### src/sv/assert_macros.svh
// assertion helpers shared by the rtl, clocked on i_clk and quiet during reset
`ifndef ASSERT_MACROS_SVH
`define ASSERT_MACROS_SVH

// antecedent and consequent in the same cycle
`define ASSERT_SAME(label, ante, cons, msg) \
    label: assert property (@(posedge i_clk) disable iff (!i_rst_n) \
        (ante) |-> (cons)) else $error(msg);

// consequent in the cycle after the antecedent
`define ASSERT_NEXT(label, ante, cons, msg) \
    label: assert property (@(posedge i_clk) disable iff (!i_rst_n) \
        (ante) |=> (cons)) else $error(msg);

`endif

### src/sv/somr_pkg.sv
package somr_pkg;

    // matrix_size register width
    localparam int SIZE_W  = 4;
    // row and column fields
    localparam int COORD_W = 3;
    // element counters, up to 64 elements
    localparam int COUNT_W = 7;

    // top level sequencer
    typedef enum logic [1:0] {
        ST_LOAD   = 2'b01,
        ST_SPIRAL = 2'b10
    } t_state;

    // side of the current ring being read
    typedef enum logic [3:0] {
        PH_RIGHT = 4'b0001,
        PH_DOWN  = 4'b0010,
        PH_LEFT  = 4'b0100,
        PH_UP    = 4'b1000
    } t_phase;

endpackage

### src/sv/spiral_order_matrix_reader.sv
// Spiral-order matrix reader. Takes a square matrix of matrix_size rows and columns
// (0 is taken as 1, anything above MAX_SIZE as MAX_SIZE), one element per input beat in
// row-major order, into a single memory of MAX_SIZE*MAX_SIZE words. The beat carrying
// the last element starts the read-out: every element leaves in clockwise spiral order
// with its row, column and a last flag on the final one. During read-out the input is
// held off and, while the output is not stalled, the sequencer issues one read per
// cycle from the memory's read port. Each result passes through the memory's read
// register and then the output register. Output stalls hold the read-out without loss.
// Writing matrix_size discards a partly loaded matrix. No clearing pass is needed
// after reset.
`include "assert_macros.svh"

module spiral_order_matrix_reader #(
    parameter int MAX_SIZE   = 8,
    parameter int DATA_WIDTH = 32
) (
    input  logic                                i_clk,
    input  logic                                i_rst_n,
    // configuration
    input  logic                                i_cfg_we,
    input  logic [somr_pkg::SIZE_W-1:0]         i_cfg_data,
    // element input
    input  logic                                i_in_valid,
    output logic                                o_in_ready,
    input  logic signed [DATA_WIDTH-1:0]        i_element_value,
    // spiral output
    output logic                                o_out_valid,
    input  logic                                i_out_ready,
    output logic signed [DATA_WIDTH-1:0]        o_out_value,
    output logic [somr_pkg::COORD_W-1:0]        o_out_row,
    output logic [somr_pkg::COORD_W-1:0]        o_out_column,
    output logic                                o_last_of_run
);

    localparam int DEPTH  = MAX_SIZE * MAX_SIZE;
    localparam int ADDR_W = (DEPTH > 1) ? $clog2(DEPTH) : 1;

    // configuration and load state
    logic [somr_pkg::SIZE_W-1:0]  r_matrix_size;
    logic [somr_pkg::COUNT_W-1:0] r_load_count;
    logic [somr_pkg::SIZE_W-1:0]  size_used;
    logic [somr_pkg::SIZE_W-1:0]  size_minus_one;
    logic [somr_pkg::COUNT_W-1:0] total;

    // spiral sequencer
    somr_pkg::t_state             r_state, n_state;
    somr_pkg::t_phase             r_phase, n_phase;
    logic [somr_pkg::COORD_W-1:0] r_top, n_top;
    logic [somr_pkg::COORD_W-1:0] r_hi, n_hi;
    logic [somr_pkg::COORD_W-1:0] r_row, n_row;
    logic [somr_pkg::COORD_W-1:0] r_col, n_col;
    logic [somr_pkg::COUNT_W-1:0] r_emit_count, n_emit_count;

    // read pipeline
    logic                         r_pend;
    logic [somr_pkg::COORD_W-1:0] r_pend_row;
    logic [somr_pkg::COORD_W-1:0] r_pend_col;
    logic                         r_pend_last;
    logic                         r_out_valid;
    logic [DATA_WIDTH-1:0]        r_out_value;
    logic [somr_pkg::COORD_W-1:0] r_out_row;
    logic [somr_pkg::COORD_W-1:0] r_out_col;
    logic                         r_out_last;

    logic                         in_accept;
    logic                         load_done;
    logic                         pend_adv;
    logic                         rd_issue;
    logic                         last_now;
    logic [somr_pkg::COUNT_W-1:0] rd_index;
    logic [DATA_WIDTH-1:0]        ram_rdata;

    // terms used by the checks
    logic                         in_load;
    logic                         in_spiral;
    logic                         walk_inside;
    logic                         issue_last;
    logic                         read_stall;

    // size in use, clamped to 1..MAX_SIZE
    always_comb begin
        size_used = r_matrix_size;
        if (r_matrix_size == '0) begin
            size_used = somr_pkg::SIZE_W'(1);
        end else if (r_matrix_size > somr_pkg::SIZE_W'(MAX_SIZE)) begin
            size_used = somr_pkg::SIZE_W'(MAX_SIZE);
        end
    end

    assign size_minus_one = size_used - somr_pkg::SIZE_W'(1);
    assign total = somr_pkg::COUNT_W'(size_used) * somr_pkg::COUNT_W'(size_used);

    // handshakes; the input is held off while the spiral is read so no
    // load can overwrite an entry still to be read
    assign o_in_ready = (r_state == somr_pkg::ST_LOAD);
    assign in_accept  = i_in_valid && o_in_ready;
    assign load_done  = (r_load_count == total - somr_pkg::COUNT_W'(1));
    assign pend_adv   = r_pend && (!r_out_valid || i_out_ready);
    assign rd_issue   = (r_state == somr_pkg::ST_SPIRAL) && (!r_pend || pend_adv);
    assign last_now   = (r_emit_count == total - somr_pkg::COUNT_W'(1));

    // row-major read address
    assign rd_index = somr_pkg::COUNT_W'(r_row) * somr_pkg::COUNT_W'(size_used)
                    + somr_pkg::COUNT_W'(r_col);

    // configuration register and load counter
    always_ff @(posedge i_clk) begin
        if (!i_rst_n) begin
            r_matrix_size <= somr_pkg::SIZE_W'(8);
            r_load_count  <= '0;
        end else if (i_cfg_we) begin
            r_matrix_size <= i_cfg_data;
            r_load_count  <= '0;
        end else if (in_accept) begin
            if (load_done) begin
                r_load_count <= '0;
            end else begin
                r_load_count <= r_load_count + somr_pkg::COUNT_W'(1);
            end
        end
    end

    // spiral walk: top row right, right column down, bottom row left,
    // left column up, then step one ring inward
    always_comb begin
        n_state      = r_state;
        n_phase      = r_phase;
        n_top        = r_top;
        n_hi         = r_hi;
        n_row        = r_row;
        n_col        = r_col;
        n_emit_count = r_emit_count;
        unique case (r_state)
            somr_pkg::ST_LOAD: begin
                if (in_accept && load_done) begin
                    n_state      = somr_pkg::ST_SPIRAL;
                    n_phase      = somr_pkg::PH_RIGHT;
                    n_top        = '0;
                    n_hi         = size_minus_one[somr_pkg::COORD_W-1:0];
                    n_row        = '0;
                    n_col        = '0;
                    n_emit_count = '0;
                end
            end
            somr_pkg::ST_SPIRAL: begin
                if (rd_issue) begin
                    n_emit_count = r_emit_count + somr_pkg::COUNT_W'(1);
                    if (last_now) begin
                        n_state = somr_pkg::ST_LOAD;
                    end
                    unique case (r_phase)
                        somr_pkg::PH_RIGHT: begin
                            if (r_col != r_hi) begin
                                n_col = r_col + somr_pkg::COORD_W'(1);
                            end else begin
                                n_phase = somr_pkg::PH_DOWN;
                                n_row   = r_row + somr_pkg::COORD_W'(1);
                            end
                        end
                        somr_pkg::PH_DOWN: begin
                            if (r_row != r_hi) begin
                                n_row = r_row + somr_pkg::COORD_W'(1);
                            end else begin
                                n_phase = somr_pkg::PH_LEFT;
                                n_col   = r_col - somr_pkg::COORD_W'(1);
                            end
                        end
                        somr_pkg::PH_LEFT: begin
                            if (r_col != r_top) begin
                                n_col = r_col - somr_pkg::COORD_W'(1);
                            end else if (r_hi - somr_pkg::COORD_W'(1) > r_top) begin
                                n_phase = somr_pkg::PH_UP;
                                n_row   = r_row - somr_pkg::COORD_W'(1);
                            end else begin
                                n_phase = somr_pkg::PH_RIGHT;
                                n_top   = r_top + somr_pkg::COORD_W'(1);
                                n_hi    = r_hi - somr_pkg::COORD_W'(1);
                                n_row   = r_top + somr_pkg::COORD_W'(1);
                                n_col   = r_top + somr_pkg::COORD_W'(1);
                            end
                        end
                        somr_pkg::PH_UP: begin
                            if (r_row != r_top + somr_pkg::COORD_W'(1)) begin
                                n_row = r_row - somr_pkg::COORD_W'(1);
                            end else begin
                                n_phase = somr_pkg::PH_RIGHT;
                                n_top   = r_top + somr_pkg::COORD_W'(1);
                                n_hi    = r_hi - somr_pkg::COORD_W'(1);
                                n_row   = r_top + somr_pkg::COORD_W'(1);
                                n_col   = r_top + somr_pkg::COORD_W'(1);
                            end
                        end
                        default: begin
                            n_phase = somr_pkg::PH_RIGHT;
                        end
                    endcase
                end
            end
            default: begin
                n_state = somr_pkg::ST_LOAD;
            end
        endcase
    end

    // sequencer registers
    always_ff @(posedge i_clk) begin
        if (!i_rst_n) begin
            r_state      <= somr_pkg::ST_LOAD;
            r_phase      <= somr_pkg::PH_RIGHT;
            r_top        <= '0;
            r_hi         <= '0;
            r_row        <= '0;
            r_col        <= '0;
            r_emit_count <= '0;
        end else begin
            r_state      <= n_state;
            r_phase      <= n_phase;
            r_top        <= n_top;
            r_hi         <= n_hi;
            r_row        <= n_row;
            r_col        <= n_col;
            r_emit_count <= n_emit_count;
        end
    end

    // element store
    somr_ram #(
        .WIDTH (DATA_WIDTH),
        .DEPTH (DEPTH)
    ) u_store (
        .i_clk   (i_clk),
        .i_we    (in_accept),
        .i_waddr (r_load_count[ADDR_W-1:0]),
        .i_wdata (i_element_value),
        .i_re    (rd_issue),
        .i_raddr (rd_index[ADDR_W-1:0]),
        .o_rdata (ram_rdata)
    );

    // read in flight and output register valid flags
    always_ff @(posedge i_clk) begin
        if (!i_rst_n) begin
            r_pend      <= 1'b0;
            r_out_valid <= 1'b0;
        end else begin
            if (rd_issue) begin
                r_pend <= 1'b1;
            end else if (pend_adv) begin
                r_pend <= 1'b0;
            end
            if (pend_adv) begin
                r_out_valid <= 1'b1;
            end else if (i_out_ready) begin
                r_out_valid <= 1'b0;
            end
        end
    end

    // payload of the read in flight and of the output beat
    always_ff @(posedge i_clk) begin
        if (rd_issue) begin
            r_pend_row  <= r_row;
            r_pend_col  <= r_col;
            r_pend_last <= last_now;
        end
        if (pend_adv) begin
            r_out_value <= ram_rdata;
            r_out_row   <= r_pend_row;
            r_out_col   <= r_pend_col;
            r_out_last  <= r_pend_last;
        end
    end

    assign o_out_valid   = r_out_valid;
    assign o_out_value   = r_out_value;
    assign o_out_row     = r_out_row;
    assign o_out_column  = r_out_col;
    assign o_last_of_run = r_out_last;

    // checks
    assign in_load     = (r_state == somr_pkg::ST_LOAD);
    assign in_spiral   = (r_state == somr_pkg::ST_SPIRAL);
    assign walk_inside = (somr_pkg::SIZE_W'(r_row) < size_used)
                       && (somr_pkg::SIZE_W'(r_col) < size_used);
    assign issue_last  = rd_issue && last_now;
    assign read_stall  = r_pend && !pend_adv;

    `ASSERT_SAME(a_load_in_range, in_load, r_load_count < total, "load count past matrix")
    `ASSERT_SAME(a_walk_in_range, in_spiral, walk_inside, "spiral walk left the matrix")
    `ASSERT_NEXT(a_last_ends, issue_last, in_load && r_pend && r_pend_last, "walk kept going")
    `ASSERT_NEXT(a_read_holds, read_stall, r_pend && $stable(ram_rdata), "read data lost")

endmodule

### src/sv/somr_ram.sv
module somr_ram #(
    parameter int WIDTH = 32,
    parameter int DEPTH = 64
) (
    input  logic                                     i_clk,
    input  logic                                     i_we,
    input  logic [((DEPTH > 1) ? $clog2(DEPTH) : 1)-1:0] i_waddr,
    input  logic [WIDTH-1:0]                         i_wdata,
    input  logic                                     i_re,
    input  logic [((DEPTH > 1) ? $clog2(DEPTH) : 1)-1:0] i_raddr,
    output logic [WIDTH-1:0]                         o_rdata
);

    logic [WIDTH-1:0] r_mem [DEPTH];
    logic [WIDTH-1:0] r_rdata;

    // single write port
    always_ff @(posedge i_clk) begin
        if (i_we) begin
            r_mem[i_waddr] <= i_wdata;
        end
    end

    // registered read, holds while not enabled
    always_ff @(posedge i_clk) begin
        if (i_re) begin
            r_rdata <= r_mem[i_raddr];
        end
    end

    assign o_rdata = r_rdata;

endmodule

### config.mk
export PLATFORM = sky130hd
export DESIGN_NAME = spiral_order_matrix_reader
export DESIGN_NICKNAME = d
export VERILOG_FILES = /design/src/sv/somr_pkg.sv /design/src/sv/spiral_order_matrix_reader.sv /design/src/sv/somr_ram.sv
export VERILOG_INCLUDE_DIRS = /design/src /design/src/sv
export SDC_FILE = /design/constraint.sdc
export NUM_CORES = 2
export LEC_CHECK = 0
export BUFFER_PORTS_ARGS = -buffer_cell sky130_fd_sc_hd__buf_2
export CORE_UTILIZATION = 69
export CTS_BUF_LIST = sky130_fd_sc_hd__clkbuf_8
export CTS_CLUSTER_SIZE = 14
export DETAILED_ROUTE_END_ITERATION = 6
export PLACE_DENSITY = 0.86
export SLEW_MARGIN = 20
export SYNTH_ARGS = -nofsm -noshare
export SYNTH_HDL_FRONTEND = slang
export SYNTH_SLANG_ARGS = --single-unit
### constraint.sdc
create_clock -name i_clk -period 14.25 [get_ports i_clk]
set_input_delay 2.1375 -clock i_clk [delete_from_list [all_inputs] [get_ports i_clk]]
set_output_delay 2.1375 -clock i_clk [all_outputs]
set_load 0.01 [all_outputs]
# After elaboration in Yosys (flattened, before gate mapping)
# Memories as Yosys holds them, arrays and structs flattened. A register that Yosys moved wholly into a read port is not among the register bits.
# Cells that the tools add are included.
[totals]
mem_bits_rw = 2048
wordCells = 132
reg_bits = 84
inputBits = 41
memories = 1
[op_classes]
bitwise_logic = 1
reduce_logical = 19
addsub = 11
multipliers = 2
magnitude_cmp = 2
n_mux = 53
eq_ne = 25
[memory_table]
columns = ["memory", "depth", "word_bits", "read_ports", "rd_ports_with_merged_regs", "wr", "line", "source"]
rows = [
  ["u_store.r_mem", 64, 32, 1, 1, 1, "somr_ram.sv:14", "logic [WIDTH-1:0] r_mem [DEPTH];"],
]
[op_table]
columns = ["cell", "n"]
rows = [
  ["3-bit two-way mux", 20],
  ["4-bit two-way mux", 9],
  ["3-bit case mux with 2 select lines", 6],
  ["3-bit case mux with 4 select lines", 2],
  ["7-bit two-way mux", 3],
  ["3-bit != test (second input constant)", 7],
  ["7-bit AND reduction", 3],
  ["4-bit case mux with 4 select lines", 1],
  ["7-bit by 1-bit adder with 7-bit output (second input constant)", 2],
  ["7-bit == test", 2],
  ["7-bit case mux with 2 select lines", 1],
  ["3-bit != test", 4],
  ["3-bit by 1-bit subtractor with 3-bit output (second input constant)", 4],
  ["3-bit by 1-bit adder with 3-bit output (second input constant)", 3],
  ["4-bit case mux with 2 select lines", 1],
  ["8-bit AND reduction", 1],
  ["4-bit by 4-bit multiplier with 7-bit output", 1],
  ["7-bit by 1-bit subtractor with 7-bit output (second input constant)", 1],
  ["6-bit by 3-bit adder with 6-bit output", 1],
  ["3-bit by 4-bit multiplier with 6-bit output", 1],
  ["1-bit two-way mux", 6],
  ["2-bit two-way mux", 3],
  ["3-bit AND reduction", 2],
  ["2-bit nonzero test", 3],
  ["other kinds (20)", 26],
]

# Logic depth before layout (Yosys ltp)
[logic_depth]
depth_word = 9
depth_mapped = 19

# By module
# Synthesis repeated with hierarchy kept, for this count alone.
[unflattened]
cells_unflattened = 4017
hier_area_um2 = 83780.4
[modules_own_cells]
columns = ["mod", "instances", "cells_each", "area_per_inst_um2", "seq_area_each_um2"]
rows = [
  ["somr_ram", 1, 3572, 79207.2, 62459.9],
  ["spiral_order_matrix_reader", 1, 445, 4573.1, 2142.1],
]

# Worst setup path after synthesis
# Ideal clock, no wire load.
[synth_timing]
path_kind = "input port to flip-flop"
start = "input i_in_valid"
end = "memory u_store.r_mem[40][0], enable pin"
slack_ps = 7978
n_path_buf = 1
stages = 4
setup_time_ps = 502
t_arrival_ps = 5771
t_required_ps = 13748
path_cell_list = "nand2_1 or2_2 clkbuf_1 nor4_1"
[synth_via]
elab_chain_len = 3
[synth_rtl]
columns = ["element", "line", "source"]
rows = [
  ["start: declaration", "spiral_order_matrix_reader.sv:23", "input logic i_in_valid,"],
  ["1-bit logical AND", "spiral_order_matrix_reader.sv:96", "assign in_accept = i_in_valid && o_in_ready;"],
  ["1-bit two-way mux", "somr_ram.sv:19", "if (i_we) begin"],
  ["1-bit two-way mux (implied by the code)", "somr_ram.sv:20", "r_mem[i_waddr] <= i_wdata;"],
  ["end: declaration", "somr_ram.sv:14", ""],
]
# No other way between the ends.

# Final worst setup path
[layout_timing]
start = "register r_matrix_size[1] (netlist name)"
end = "register u_store.r_rdata[16] (netlist: u_store.o_rdata[16]) (read register of u_store.r_mem) (data pin)"
[layout_via]
elab_chain_len = 5
[layout_rtl]
columns = ["element", "line", "source"]
rows = [
  ["start: declaration", "spiral_order_matrix_reader.sv:39", "logic [somr_pkg::SIZE_W-1:0] r_matrix_size;"],
  ["start signal: assignment", "spiral_order_matrix_reader.sv:109", "r_matrix_size <= somr_pkg::SIZE_W'(8);"],
  ["start signal: assignment", "spiral_order_matrix_reader.sv:112", "r_matrix_size <= i_cfg_data;"],
  ["4-bit greater-than comparator", "spiral_order_matrix_reader.sv:85", "end else if (r_matrix_size > somr_pkg::SIZE_W'(MAX_SIZE)) begin"],
  ["4-bit two-way mux", "spiral_order_matrix_reader.sv:85", ""],
  ["4-bit two-way mux *", "spiral_order_matrix_reader.sv:83", "if (r_matrix_size == '0) begin"],
  ["3-bit by 4-bit multiplier with 6-bit output *", "spiral_order_matrix_reader.sv:103", "assign rd_index = somr_pkg::COUNT_W'(r_row) * somr_pkg::COUNT_W'(size_used)"],
  ["6-bit by 3-bit adder with 6-bit output *", "spiral_order_matrix_reader.sv:104", "+ somr_pkg::COUNT_W'(r_col);"],
  ["end: declaration", "somr_ram.sv:15", "logic [WIDTH-1:0] r_rdata;"],
]
# Mark *: on every way between the ends. The rest lies on a longest branch, timed or not.
# A chain may end at the register's enable or synchronous reset.

==> flow_summary.json <==
{
  "status": "finished clean",
  "clockPowerShare_pct": 39.4,
  "die_w_um": 349.4,
  "reg2reg_from": "r_matrix_size[1]",
  "worst_pin_slew_ps": 1169,
  "p_sw_mw": 2.500,
  "initial_utilization_pct": 69.49,
  "setup_ws_ps": 7844,
  "clk_latency_ps": 1030,
  "grt_pass1_wl_um": 327100,
  "tns_ps": 0,
  "fmax_mhz": 156.1,
  "drt-wirelength-per-cell_um": 41.57,
  "drt_first_pass_iters": 6,
  "grtUsageTotal_pct": 39.89,
  "yosysSeqAreaShare_pct": 77.59,
  "worstPathRequired_ps": 14980,
  "dp_hpwl_um": 125500,
  "synth-xor-area-share_pct": 0.4688,
  "worstPathMaxFanout": 60,
  "worstSetupPathType": "flop to flop",
  "syn-num-nets": 3589,
  "synth-async-reset-ratio_pct": 0,
  "overflow": 0,
  "clk_pin_slew_worst_paths_ps": 70,
  "fin_area_um2": 92120,
  "grt_max_degree": 153,
  "wl_met1_um": 71540,
  "synth_fa_ha_area_share_pct": 0.5169,
  "power_density_nw_per_um2": 128.9,
  "post_cts_resized": 0,
  "clock-sinks": 2164,
  "pwr-share-seq_pct": 59.1,
  "layout_commonest_cell": "edfxtp_1",
  "drv_slew": 0,
  "vias_per_cell": 7.612,
  "ys_seq_elements": 2164,
  "synth_edf_count": 2126,
  "utilization_pct": 76.89,
  "syn-cell-area_um2": 83260,
  "maxSlewHeadroom_pct": 19.81,
  "arrival_ps": 7140,
  "finClkSkew_ps": 65.88,
  "ant_nets": 0,
  "drive_gt1_share_pct": 32.16,
  "cts_tree": "done",
  "ys_types": 76,
  "core.rowCount": 127,
  "ys.flop_type": "edfxtp_1",
  "endpoint": "u_store.o_rdata[16]",
  "hp-class": "flop to flop",
  "p_leak_nw": 28.43,
  "syn2layout_area_growth_pct": 10.64,
  "worstHoldPathCells": 0,
  "coreArea_um2": 119800,
  "cts_hold_repair.buffers": 0,
  "highest_layer": "met5",
  "comb_power_share_pct": 1.6,
  "most-common-layout-cells": "edfxtp_1 (2126), mux4_2 (641), clkbuf_8 (346)",
  "num_io_pins": 82,
  "period_share_pct": 44.95,
  "muxShareOfSynthArea_pct": 17.65,
  "wl_met2_um": 112300,
  "synth-compound-area-share_pct": 1.264,
  "io_buffers": 81,
  "synth_top_family_by_area": "multiplexers",
  "syn_area_per_cell_um2": 23.68,
  "netlist_instances": 3516,
  "drtIter0Drc": 7283,
  "rsz0062_at_grt": "false",
  "die-area_um2": 122100,
  "antenna_found_initial": 14,
  "switching_share_pct": 21.06,
  "intPower_mw": 9.371,
  "htreeDepth": 5,
  "startpoint_type": "flop",
  "wl_met3_um": 33410,
  "ys_warn_count": 0,
  "die_h_um": 349.4,
  "peakVddDrop_mv": 0.1021,
  "r2r_setup_slack_ps": 7840,
  "root_buffer": "clkbuf_8",
  "reg2reg_depth": 13,
  "post-route-drc-count": 0,
  "final-setup-viol-count": 0,
  "grt_pass1_vias": 43750,
  "cp-end-kind": "flop",
  "yosys.area_share.simple_pct": 1.458,
  "placed_cell_area_um2": 86230,
  "vias": 43330,
  "hold_slack_ps": 408.8,
  "pre_cts_ws_ps": 7996,
  "min_period_ps": 6406,
  "worstSetupStartpoint": "r_matrix_size[1]",
  "clock_path_buffers": 4,
  "post-cts-setup-buffers": 0,
  "cts_buffers": 335,
  "finalHoldViolCount": 0,
  "routed_wl_um": 236600,
  "nets": 3917,
  "timing.rr.end": "u_store.o_rdata[16]",
  "gp_congestion": 0.9118,
  "cap_violations": 0
}
==> synth_stat cells (3+ instances only) <==
library cell | number | share of area (%)
xnor2_1 | 18 | 0.19
nand4_1 | 7 | 0.053
o21a_1 | 5 | 0.045
buf_1 | 10 | 0.045
nor3_1 | 13 | 0.078
nand2b_1 | 4 | 0.030
nand3_1 | 22 | 0.13
xor2_1 | 24 | 0.25
o211ai_1 | 4 | 0.036
or2_2 | 4 | 0.030
a22oi_1 | 48 | 0.43
mux2i_1 | 19 | 0.23
o21ai_1 | 13 | 0.078
and3_1 | 5 | 0.038
o21ai_0 | 18 | 0.11
and2_1 | 12 | 0.090
or3_1 | 3 | 0.023
a21oi_1 | 16 | 0.096
mux2_2 | 6 | 0.081
a31oi_1 | 4 | 0.030
nor2_1 | 102 | 0.46
buf_2 | 64 | 0.38
fa_1 | 4 | 0.096
nor2b_1 | 12 | 0.090
mux4_2 | 641 | 17
nand3b_1 | 3 | 0.027
ha_1 | 28 | 0.42
nor4_1 | 3 | 0.023
clkbuf_1 | 109 | 0.49
dfxtp_1 | 38 | 0.91
nand2_1 | 52 | 0.23
edfxtp_1 | 2126 | 77
inv_1 | 23 | 0.10
a21o_1 | 5 | 0.045
==> per-stage QoR <==
step	instances	power (mW)
2_1_floorplan	3516	7.194
3_3_place_gp	5118	7.303
3_5_place_dp	5118	7.323
4_1_cts	5685	11.87
5_1_grt	5691	12.13
6_report	5693	11.87
==> state kept, by name, indices dropped and copies added, names as in the netlist, 2 cells and up <==
name             count
o_out_column         3
o_out_row            3
o_out_value         32
r_col                3
r_emit_count         7
r_hi                 3
r_load_count         7
r_matrix_size        4
r_pend_col           3
r_pend_row           3
r_phase              4
r_row                3
r_state              2
r_top                3
u_store.o_rdata     32
u_store.r_mem     2048
==> cells by family (layout without fill, tap and decap cells) <==
family          after synthesis  in the layout
mux                         666            666
fa+ha+maj                    32             32
flops                      2164           2164
other cells                   0              7
xor+xnor                     43             43
simple gates                256            256
buf+inv                     210            768
compound gates              145            145
==> power by group through the flow <==
stage	clock [mW]	combinational [mW]	sequential [mW]
after global placement	0	0.161	7.14
final	4.68	0.184	7.01
after floorplan	0	0.0539	7.14
after global routing	4.93	0.191	7.01
after detailed placement	0	0.177	7.15
after CTS	4.68	0.177	7.01
==> routing by layer <==
layer	vias to the layer above	GRT usage, %
met2	4584	61.22
met1	21950	50.57
met4	14	27.80
li1	15740	-
met5	-	0
met3	1046	10.69
==> area by class of cell <==
class | count | area (um^2)
tap | 1612 | 2017
timing repair buffer | 176 | 1232
antenna | 7 | 17.52
fill | 5509 | 27690
clock inverter | 221 | 1040
multi-input combinational | 1142 | 18350
sequential | 2164 | 64600
clock buffer | 346 | 4762
inverter | 25 | 93.84
==> critical path, cell delays in order (launching register included) <==
cell and delay [ps]:
dfxtp_1 360, o21ba_1 230, nor2_1 350, inv_1 180, nor2_1 130, ha_1 240, ha_1 310, ha_4 720
buf_4 780, buf_4 840, mux4_2 440, mux4_2 520, mux2i_1 760, o21ai_1 140
==> how the worst min path moves through the flow <==
stage / startpoint / end / slack, ps
floorplan: r_pend_last / o_last_of_run / 400
global placement: r_pend_last / o_last_of_run / 400
CTS: u_store.o_rdata[15] / o_out_value[15] / 410
global route: u_store.o_rdata[15] / o_out_value[15] / 420
finish: u_store.o_rdata[15] / o_out_value[15] / 410
detailed placement: u_store.o_rdata[19] / o_out_value[19] / 410
No activity file was read; power rests on OpenSTA's default activity.
